<file path="config.mk">
export PLATFORM = sky130hd
export DESIGN_NAME = pulse_rate_detector_core
export DESIGN_NICKNAME = d
export VERILOG_FILES = /design/src/design/prd_pkg.sv /design/src/design/prd_avg_div.sv /design/src/design/prd_serial_mult.sv /design/src/design/prd_rate_div.sv /design/src/design/pulse_rate_detector_core.sv
export SDC_FILE = /design/constraint.sdc
export NUM_CORES = 1
export LEC_CHECK = 0
export ABC_AREA = 1
export ABC_CLOCK_PERIOD_IN_PS = 5250
export BUFFER_PORTS_ARGS = -buffer_cell sky130_fd_sc_hd__buf_2
export CAP_MARGIN = 40
export CORE_MARGIN = 1
export CORE_UTILIZATION = 55
export CTS_CLUSTER_DIAMETER = 100
export DETAILED_ROUTE_END_ITERATION = 16
export PLACE_DENSITY = 0.72
export SLEW_MARGIN = 20
export SYNTH_ARGS = -nofsm -noshare
export SYNTH_HDL_FRONTEND = slang
export SYNTH_HIERARCHICAL = 1
export SYNTH_SLANG_ARGS = --single-unit
</file>
<file path="constraint.sdc">
create_clock -name clk -period 5.25 [get_ports clk]
set_input_delay 0 -clock clk [delete_from_list [all_inputs] [get_ports clk]]
set_output_delay 0 -clock clk [all_outputs]
set_load 0.01 [all_outputs]
</file>
<file path="src/design/prd_pkg.sv">
// ----------------------------------------------------------------------------
// prd_pkg
// Types and constants shared by the pulse rate detector modules.
// ----------------------------------------------------------------------------
package prd_pkg;

  localparam int SAMPLE_W  = 16;
  localparam int RATE_W    = 10;
  localparam int PERIOD_W  = 8;
  localparam int COUNT_W   = 16;
  localparam int PROD_W    = COUNT_W + PERIOD_W;
  localparam int QUOT_W    = 16;
  localparam int AVG_SUM_W = SAMPLE_W + 5;
  localparam int AVG_REM_W = 5;
  localparam int CFG_IDX_W = 3;
  localparam int CFG_DAT_W = 16;

  localparam logic [QUOT_W-1:0]    RATE_NUMERATOR = 16'd60000;
  localparam logic [AVG_REM_W:0]   AVG_DIVISOR    = 6'd20;
  localparam logic [COUNT_W-1:0]   COUNT_MAX      = 16'hFFFF;

  localparam logic [PERIOD_W-1:0]  PERIOD_RST     = 8'd10;
  localparam logic [SAMPLE_W-1:0]  FLOOR_RST      = 16'd15000;
  localparam logic [SAMPLE_W-1:0]  MARGIN_RST     = 16'd150;
  localparam logic [RATE_W-1:0]    RATE_LOW_RST   = 10'd35;
  localparam logic [RATE_W-1:0]    RATE_HIGH_RST  = 10'd120;

  typedef enum logic [CFG_IDX_W-1:0] {
    REG_PERIOD    = 3'd0,
    REG_FLOOR     = 3'd1,
    REG_MARGIN    = 3'd2,
    REG_RATE_LOW  = 3'd3,
    REG_RATE_HIGH = 3'd4
  } prd_reg_t;

  typedef struct packed {
    logic [SAMPLE_W-1:0] ir_sample;
    logic                read_error;
  } prd_in_t;

  typedef struct packed {
    logic [RATE_W-1:0] rate_bpm;
    logic              beat_seen;
  } prd_out_t;

endpackage

</file>
<file path="src/design/prd_avg_div.sv">
// ----------------------------------------------------------------------------
// prd_avg_div
// Average update: forms 19*avg + sample, then divides by 20 one bit per cycle.
// ----------------------------------------------------------------------------
module prd_avg_div
  import prd_pkg::*;
(
  input  logic                clk,
  input  logic                rst_n,
  input  logic                start,
  input  logic [SAMPLE_W-1:0] avg,
  input  logic [SAMPLE_W-1:0] sample,
  output logic                done,
  output logic [SAMPLE_W-1:0] avg_next
);

  localparam int STEP_W = $clog2(AVG_SUM_W);

  logic [AVG_SUM_W-1:0] dvd_r, dvd_nxt;
  logic [AVG_REM_W-1:0] rem_r, rem_nxt;
  logic [STEP_W-1:0]    step_r;
  logic                 busy_r;
  logic                 done_r;
  logic [AVG_SUM_W-1:0] sum;
  logic [AVG_REM_W:0]   trial;
  logic                 ge;

  assign sum = (AVG_SUM_W'(avg) << 4) + (AVG_SUM_W'(avg) << 1)
             + AVG_SUM_W'(avg) + AVG_SUM_W'(sample);

  always_comb begin
    trial   = {rem_r, dvd_r[AVG_SUM_W-1]};
    ge      = (trial >= AVG_DIVISOR);
    rem_nxt = ge ? AVG_REM_W'(trial - AVG_DIVISOR) : trial[AVG_REM_W-1:0];
    dvd_nxt = {dvd_r[AVG_SUM_W-2:0], ge};
  end

  always_ff @(posedge clk) begin
    if (!rst_n) begin
      busy_r <= 1'b0;
      done_r <= 1'b0;
      step_r <= '0;
    end else begin
      done_r <= 1'b0;
      if (start) begin
        busy_r <= 1'b1;
        step_r <= '0;
        dvd_r  <= sum;
        rem_r  <= '0;
      end else if (busy_r) begin
        dvd_r  <= dvd_nxt;
        rem_r  <= rem_nxt;
        step_r <= step_r + 1'b1;
        if (step_r == STEP_W'(AVG_SUM_W - 1)) begin
          busy_r <= 1'b0;
          done_r <= 1'b1;
        end
      end
    end
  end

  assign done     = done_r;
  assign avg_next = dvd_r[SAMPLE_W-1:0];

endmodule

</file>
<file path="src/design/prd_serial_mult.sv">
// ----------------------------------------------------------------------------
// prd_serial_mult
// Shift-add multiplier, sample count times period, one period bit per cycle.
// ----------------------------------------------------------------------------
module prd_serial_mult
  import prd_pkg::*;
(
  input  logic                clk,
  input  logic                rst_n,
  input  logic                start,
  input  logic [COUNT_W-1:0]  count,
  input  logic [PERIOD_W-1:0] period,
  output logic                done,
  output logic [PROD_W-1:0]   product
);

  localparam int STEP_W = $clog2(PERIOD_W);

  logic [PROD_W-1:0]  p_r, p_nxt;
  logic [COUNT_W-1:0] mcand_r;
  logic [STEP_W-1:0]  step_r;
  logic               busy_r;
  logic               done_r;
  logic [COUNT_W:0]   s;

  always_comb begin
    s     = {1'b0, p_r[PROD_W-1:PERIOD_W]} + {1'b0, (p_r[0] ? mcand_r : '0)};
    p_nxt = {s, p_r[PERIOD_W-1:1]};
  end

  always_ff @(posedge clk) begin
    if (!rst_n) begin
      busy_r <= 1'b0;
      done_r <= 1'b0;
      step_r <= '0;
    end else begin
      done_r <= 1'b0;
      if (start) begin
        busy_r  <= 1'b1;
        step_r  <= '0;
        mcand_r <= count;
        p_r     <= {{COUNT_W{1'b0}}, period};
      end else if (busy_r) begin
        p_r    <= p_nxt;
        step_r <= step_r + 1'b1;
        if (step_r == STEP_W'(PERIOD_W - 1)) begin
          busy_r <= 1'b0;
          done_r <= 1'b1;
        end
      end
    end
  end

  assign done    = done_r;
  assign product = p_r;

endmodule

</file>
<file path="src/design/prd_rate_div.sv">
// ----------------------------------------------------------------------------
// prd_rate_div
// Restoring divider, 60000 / divisor, one quotient bit per cycle.
// ----------------------------------------------------------------------------
module prd_rate_div
  import prd_pkg::*;
(
  input  logic              clk,
  input  logic              rst_n,
  input  logic              start,
  input  logic [PROD_W-1:0] divisor,
  output logic              done,
  output logic [QUOT_W-1:0] quotient
);

  localparam int STEP_W = $clog2(QUOT_W);

  logic [QUOT_W-1:0] q_r, q_nxt;
  logic [PROD_W-1:0] rem_r, rem_nxt;
  logic [PROD_W-1:0] d_r;
  logic [STEP_W-1:0] step_r;
  logic              busy_r;
  logic              done_r;
  logic [PROD_W:0]   trial;
  logic              ge;

  always_comb begin
    trial   = {rem_r, q_r[QUOT_W-1]};
    ge      = (trial >= {1'b0, d_r});
    rem_nxt = ge ? PROD_W'(trial - {1'b0, d_r}) : trial[PROD_W-1:0];
    q_nxt   = {q_r[QUOT_W-2:0], ge};
  end

  always_ff @(posedge clk) begin
    if (!rst_n) begin
      busy_r <= 1'b0;
      done_r <= 1'b0;
      step_r <= '0;
    end else begin
      done_r <= 1'b0;
      if (start) begin
        busy_r <= 1'b1;
        step_r <= '0;
        q_r    <= RATE_NUMERATOR;
        rem_r  <= '0;
        d_r    <= divisor;
      end else if (busy_r) begin
        q_r    <= q_nxt;
        rem_r  <= rem_nxt;
        step_r <= step_r + 1'b1;
        if (step_r == STEP_W'(QUOT_W - 1)) begin
          busy_r <= 1'b0;
          done_r <= 1'b1;
        end
      end
    end
  end

  assign done     = done_r;
  assign quotient = q_r;

endmodule

</file>
<file path="src/design/pulse_rate_detector_core.sv">
// ----------------------------------------------------------------------------
// pulse_rate_detector_core
// Beat detector and heart rate estimator on an infrared sample stream.
// ----------------------------------------------------------------------------
// One sample is worked on at a time and each gives one result; the next
// sample is taken only once the last result has been registered. A sample
// that carries a read error or lies below the signal floor skips the
// arithmetic and goes straight to the finish state. Any other sample waits
// on the 8-step shift-add multiply of count by period, then the 16-step rate
// division, before it reaches the finish state;
// the 21-step average division runs alongside them. A result that waits on
// out_ready holds back only the following result, not the next acceptance.
// The output register lets the next sample be accepted while a result waits.
// Configuration is always ready; write it only while no sample is in flight.
// ----------------------------------------------------------------------------
module pulse_rate_detector_core
  import prd_pkg::*;
(
  input  logic                 clk,
  input  logic                 rst_n,
  input  logic                 in_valid,
  output logic                 in_ready,
  input  prd_in_t              in_data,
  output logic                 out_valid,
  input  logic                 out_ready,
  output prd_out_t             out_data,
  input  logic                 cfg_valid,
  output logic                 cfg_ready,
  input  logic [CFG_IDX_W-1:0] cfg_index,
  input  logic [CFG_DAT_W-1:0] cfg_data
);

  typedef enum logic [1:0] {S_IDLE, S_RUN, S_FIN} state_t;

  state_t state_r;

  logic [PERIOD_W-1:0] period_r;
  logic [SAMPLE_W-1:0] floor_r;
  logic [SAMPLE_W-1:0] margin_r;
  logic [RATE_W-1:0]   rate_low_r;
  logic [RATE_W-1:0]   rate_high_r;

  logic [SAMPLE_W-1:0] avg_r;
  logic                latched_r;
  logic [COUNT_W-1:0]  count_r;
  logic [RATE_W-1:0]   held_r;

  logic [SAMPLE_W-1:0] x_r;
  logic                skip_r;
  logic                avg_ok_r;
  logic                rate_ok_r;
  logic                out_valid_r;
  prd_out_t            out_data_r;

  logic                in_fire;
  logic                unit_start;
  logic                avg_done;
  logic [SAMPLE_W-1:0] avg_new;
  logic                mult_done;
  logic [PROD_W-1:0]   product;
  logic                div_done;
  logic [QUOT_W-1:0]   rate_q;
  logic                commit;
  logic                in_skip;

  logic                beat;
  logic                rate_ok;
  logic [RATE_W-1:0]   held_nxt;
  logic                latched_nxt;
  logic [COUNT_W-1:0]  count_nxt;

  assign in_ready   = (state_r == S_IDLE);
  assign in_fire    = in_valid && in_ready;
  assign in_skip    = in_data.read_error || (in_data.ir_sample < floor_r);
  assign unit_start = in_fire && !in_skip;
  assign commit     = (state_r == S_FIN) && (!out_valid_r || out_ready);
  assign cfg_ready  = 1'b1;

  prd_avg_div u_avg (
    .clk      (clk),
    .rst_n    (rst_n),
    .start    (unit_start),
    .avg      (avg_r),
    .sample   (in_data.ir_sample),
    .done     (avg_done),
    .avg_next (avg_new)
  );

  prd_serial_mult u_mult (
    .clk     (clk),
    .rst_n   (rst_n),
    .start   (unit_start),
    .count   (count_r),
    .period  (period_r),
    .done    (mult_done),
    .product (product)
  );

  prd_rate_div u_div (
    .clk      (clk),
    .rst_n    (rst_n),
    .start    (mult_done),
    .divisor  (product),
    .done     (div_done),
    .quotient (rate_q)
  );

  always_comb begin
    beat    = !latched_r &&
              (({1'b0, x_r} + {1'b0, margin_r}) < {1'b0, avg_new});
    rate_ok = (product != '0) &&
              (rate_q > QUOT_W'(rate_low_r)) && (rate_q < QUOT_W'(rate_high_r));
    held_nxt    = held_r;
    latched_nxt = latched_r;
    count_nxt   = count_r;
    if (skip_r) begin
      held_nxt = '0;
      beat     = 1'b0;
    end else begin
      if (beat) begin
        if (rate_ok) begin
          held_nxt = rate_q[RATE_W-1:0];
        end
        count_nxt   = '0;
        latched_nxt = 1'b1;
      end
      if (x_r > avg_new) begin
        latched_nxt = 1'b0;
      end
      if (count_nxt != COUNT_MAX) begin
        count_nxt = count_nxt + 1'b1;
      end
    end
  end

  always_ff @(posedge clk) begin
    if (!rst_n) begin
      period_r    <= PERIOD_RST;
      floor_r     <= FLOOR_RST;
      margin_r    <= MARGIN_RST;
      rate_low_r  <= RATE_LOW_RST;
      rate_high_r <= RATE_HIGH_RST;
    end else if (cfg_valid) begin
      case (cfg_index)
        REG_PERIOD:    period_r    <= cfg_data[PERIOD_W-1:0];
        REG_FLOOR:     floor_r     <= cfg_data[SAMPLE_W-1:0];
        REG_MARGIN:    margin_r    <= cfg_data[SAMPLE_W-1:0];
        REG_RATE_LOW:  rate_low_r  <= cfg_data[RATE_W-1:0];
        REG_RATE_HIGH: rate_high_r <= cfg_data[RATE_W-1:0];
        default: ;
      endcase
    end
  end

  always_ff @(posedge clk) begin
    if (!rst_n) begin
      state_r     <= S_IDLE;
      avg_r       <= '0;
      latched_r   <= 1'b0;
      count_r     <= '0;
      held_r      <= '0;
      avg_ok_r    <= 1'b0;
      rate_ok_r   <= 1'b0;
      skip_r      <= 1'b0;
      out_valid_r <= 1'b0;
    end else begin
      if (out_valid_r && out_ready) begin
        out_valid_r <= 1'b0;
      end
      if (avg_done) begin
        avg_ok_r <= 1'b1;
      end
      if (div_done) begin
        rate_ok_r <= 1'b1;
      end
      case (state_r)
        S_IDLE: begin
          if (in_fire) begin
            x_r       <= in_data.ir_sample;
            skip_r    <= in_skip;
            avg_ok_r  <= 1'b0;
            rate_ok_r <= 1'b0;
            state_r   <= in_skip ? S_FIN : S_RUN;
          end
        end
        S_RUN: begin
          if (avg_ok_r && rate_ok_r) begin
            state_r <= S_FIN;
          end
        end
        S_FIN: begin
          if (commit) begin
            held_r               <= held_nxt;
            latched_r            <= latched_nxt;
            count_r              <= count_nxt;
            if (!skip_r) begin
              avg_r <= avg_new;
            end
            out_data_r.rate_bpm  <= held_nxt;
            out_data_r.beat_seen <= beat;
            out_valid_r          <= 1'b1;
            state_r              <= S_IDLE;
          end
        end
        default: state_r <= S_IDLE;
      endcase
    end
  end

  assign out_valid = out_valid_r;
  assign out_data  = out_data_r;

  a_one_at_a_time: assert property (@(posedge clk) disable iff (!rst_n)
    in_fire |=> state_r != S_IDLE)
    else $error("sample accepted while another is in flight");

  a_result_kept: assert property (@(posedge clk) disable iff (!rst_n)
    (state_r == S_FIN && out_valid_r && !out_ready) |=> state_r == S_FIN)
    else $error("result finished while output still occupied");

  a_beat_disarms: assert property (@(posedge clk) disable iff (!rst_n)
    (commit && !skip_r && beat) |=> (latched_r && count_r == COUNT_W'(1)))
    else $error("beat did not disarm and restart the count");

  a_skip_zeroes: assert property (@(posedge clk) disable iff (!rst_n)
    (commit && skip_r) |=> (held_r == '0 && !out_data_r.beat_seen))
    else $error("rejected sample did not clear the rate");

endmodule

</file>
==> impl_metrics.yaml <==
timing:
  tightest_slew_ns: 0.775
  setup_tns_ns: 0
  hold_viol: 0
  setup_viol: 0
  fin_skew_ns: 0.0126
  hold-worst-slack_ns: 0.201
  final-max-slew-violation-count: 0
  fin_ws_ns: 0.508
  slew_headroom_pct: 48.4
  max_freq_ghz: 0.211
  post-route-min-period_ns: 4.74
  timing.final.crit_share_pct: 90.3
setup_path:
  start_kind: "flop"
  cp_slowest_cell: "edfxtp_1"
  slowest_delay_ns: 0.42
  arrival_ns: 5.21
  path_max_fanout: 6
  worst_path_most_repeated_cell: "nand2_1"
  required_ns: 5.71
  cp-end-kind: "flop"
  path_class: "flop to flop"
floorplanning:
  die_w_um: 185
  initial_utilization_pct: 56.3
  ios: 55
  die_h_um: 185
  rows: 66
  die_area_sq_mm: 0.0344
  fp.coreArea_sq_mm: 0.0329
power_and_ir_drop:
  powerDensity_mw_per_mm2: 287
  p_leak_nw: 9.95
  ir_drop_mv: 0.299
  total_power_mw: 5.93
cells_and_area:
  multiInputGateArea_sq_mm: 0.00933
  layout_common_cells: "565 x nand2_1, 403 x inv_1, 207 x nor2_1, 157 x edfxtp_1, 153 x a21oi_1"
  final-seq-area_sq_mm: 0.00726
  fill_cells: 2863
  drive_above_1_share_pct: 9.89
  stdcell_count: 2910
  area_growth_syn_to_layout_pct: 11.7
  mostFrequentLayoutCell: "nand2_1"
  n_antenna_cell: 0
  final_nets: 2668
drt:
  wl_per_cell_um: 14.5
  drt.antenna.violating_nets: 0
  firstDrtPassIters: 5
  drc: 0
  drt_iter0_drc: 799
  finalWirelength_mm: 42.3
  via_count: 15300
  vias_per_cell: 5.25
grt:
  grt_max_degree: 82
  grt_usage_pct: 25.3
  antenna_found_initial: 0
  grt_overflow: 0
  grt_pass1_vias: 14800
  grt_pass1_wl_mm: 70.0
logic_synthesis:
  synth.top_cells.by_area: "edfxtp_1 25%, dfxtp_1 14%, nand2_1 11%"
  async_flop_share_pct: 0
  synth_edf_count: 157
  yosysUniqueCellTypes: 60
  synth_flop_cell: "edfxtp_1"
  synth_nets: 2582
  netlist_instances: 2357
  syn-cell-area_sq_mm: 0.0185
  ys_ff_latch: 284
  yosys_warnings: 6
  ys_seq_area_share_pct: 39.2
  synth_top_cell_area_share_pct: 25.5
  synth_top_area_cell: "edfxtp_1"
  syn_avg_cell_area_sq_um: 7.85
placed_design:
  hpwl_mm: 31.3
  dp_cells: 2804
  gp_congestion: 0.946
  dp_slack_ns: 0.326
  io_buffers: 53
clock_tree:
  cts_buffer_depth: 3
  clk_latency_ns: 0.58
  cts.sinks: 284
  ctsRootBufferMaster: "clkbuf_16"
  numCtsBuffers: 31
  htreeDepth: 1
  tritoncts: "done"
  path_clk_slew_ns: 0.06
flow_run:
  max-cap-violations: 0
worst_hold_path:
  hold_path.class: "input pin to flop"
run_status:
  status: "finished clean"
## per-layer routing
| layer | track usage, % | part of all wire (%) | routed length [um] | vias to the layer above |
|---|---|---|---|---|
| met3 | 3.33 | 4.6 | 1940 | 99 |
| met2 | 45.8 | 49 | 20800 | 356 |
| li1 | - | - | - | 7756 |
| met1 | 30.8 | 43 | 18200 | 7053 |
| met4 | 8.83 | 3.2 | 1350 | 0 |
| met5 | 0 | 0 | 0 | - |
## power breakdown
part | switching (mW) | internal, mW | total [mW]
Clock | 0.908 | 1.28 | 2.18
Sequential | 0.0547 | 2.45 | 2.50
Combinational | 0.785 | 0.460 | 1.25
## worst max-delay path: cells and delay by family, from the launching register on
kind	cells	cell delay [ns]
flip-flops	1	0.42
XOR/XNOR	1	0.14
AO/OA/AOI/OAI	7	0.95
AND/OR/NAND/NOR	18	2.20
buffers and inverters	2	0.18
adder cells (fa/ha/maj)	3	0.76
## cell families after synthesis
logic type / share of synthesized area (%)
AND/OR/NAND/NOR: 25.0
buffers and inverters: 10.6
AO/OA/AOI/OAI: 10.0
flip-flops: 39.2
adder cells (fa/ha/maj): 13.7
XOR/XNOR: 1.47
other: 0.0203
## sequential cells by signal, summed over array words and instances (netlist names), 11 cells and up
register and cells:
u_div/d_r 24, u_div/rem_r 24, u_mult/product 24, u_avg/dvd_r 21, avg_r 16, count_r 16
floor_r 16, margin_r 16, u_div/quotient 16, u_mult/mcand_r 16, x_r 16, out_data 11
## path summary, 6_finish.rpt
check / startpoint / to / slack, ns / depth (start not counted)
max: x_r[5]$_DFFE_PP_ / count_r[11]$_SDFFE_PN0P_ / 0.51 / 31
min: in_data[16] / x_r[15]$_DFFE_PP_ / 0.20 / 2
max reg2reg: x_r[5]$_DFFE_PP_ / count_r[11]$_SDFFE_PN0P_ / 0.51 / 31
min reg2reg: floor_r[14]$_SDFFE_PN0P_ / floor_r[14]$_SDFFE_PN0P_ / 0.46 / 2
## layout make-up
type                       count  area share, %
timing repair buffer         119           4.48
tap                          442           2.67
clock buffer                  51           4.73
clock inverter                 7          0.272
multi-input combinational   1587           45.1
sequential                   284           35.1
inverter                     420           7.62
## repair_timing
action	4_1_cts	5_1_grt
gates resized for setup	0	6
endpoints found under the setup margin	0	15
hold buffers	47	0
endpoints found under the hold margin	96	0
setup buffers	0	1
## per-stage QoR
| step | utilization, % | cell area, sq um |
|---|---|---|
| after global routing | 62.9 | 20700 |
| final | 62.9 | 20700 |
| after floorplan | - | 18500 |
| after global placement | 58.0 | 19100 |
| after detailed placement | 58.2 | 19100 |
| after CTS | 62.8 | 20600 |
## cells in the mapped netlist, drive strengths merged, types with 8 or more instances
| library cell | number |
|---|---|
| a21oi | 158 |
| nand4 | 29 |
| o211ai | 30 |
| buf | 38 |
| fa | 31 |
| nand2 | 615 |
| xnor2 | 23 |
| o21a | 8 |
| ha | 153 |
| nor3 | 21 |
| o21ai | 107 |
| xor2 | 8 |
| edfxtp | 157 |
| nor2 | 230 |
| nand3 | 104 |
| inv | 414 |
| clkbuf | 28 |
| or2 | 12 |
| nand3b | 15 |
| nor4 | 8 |
| dfxtp | 127 |
No activity file was read; power rests on OpenSTA's default activity.
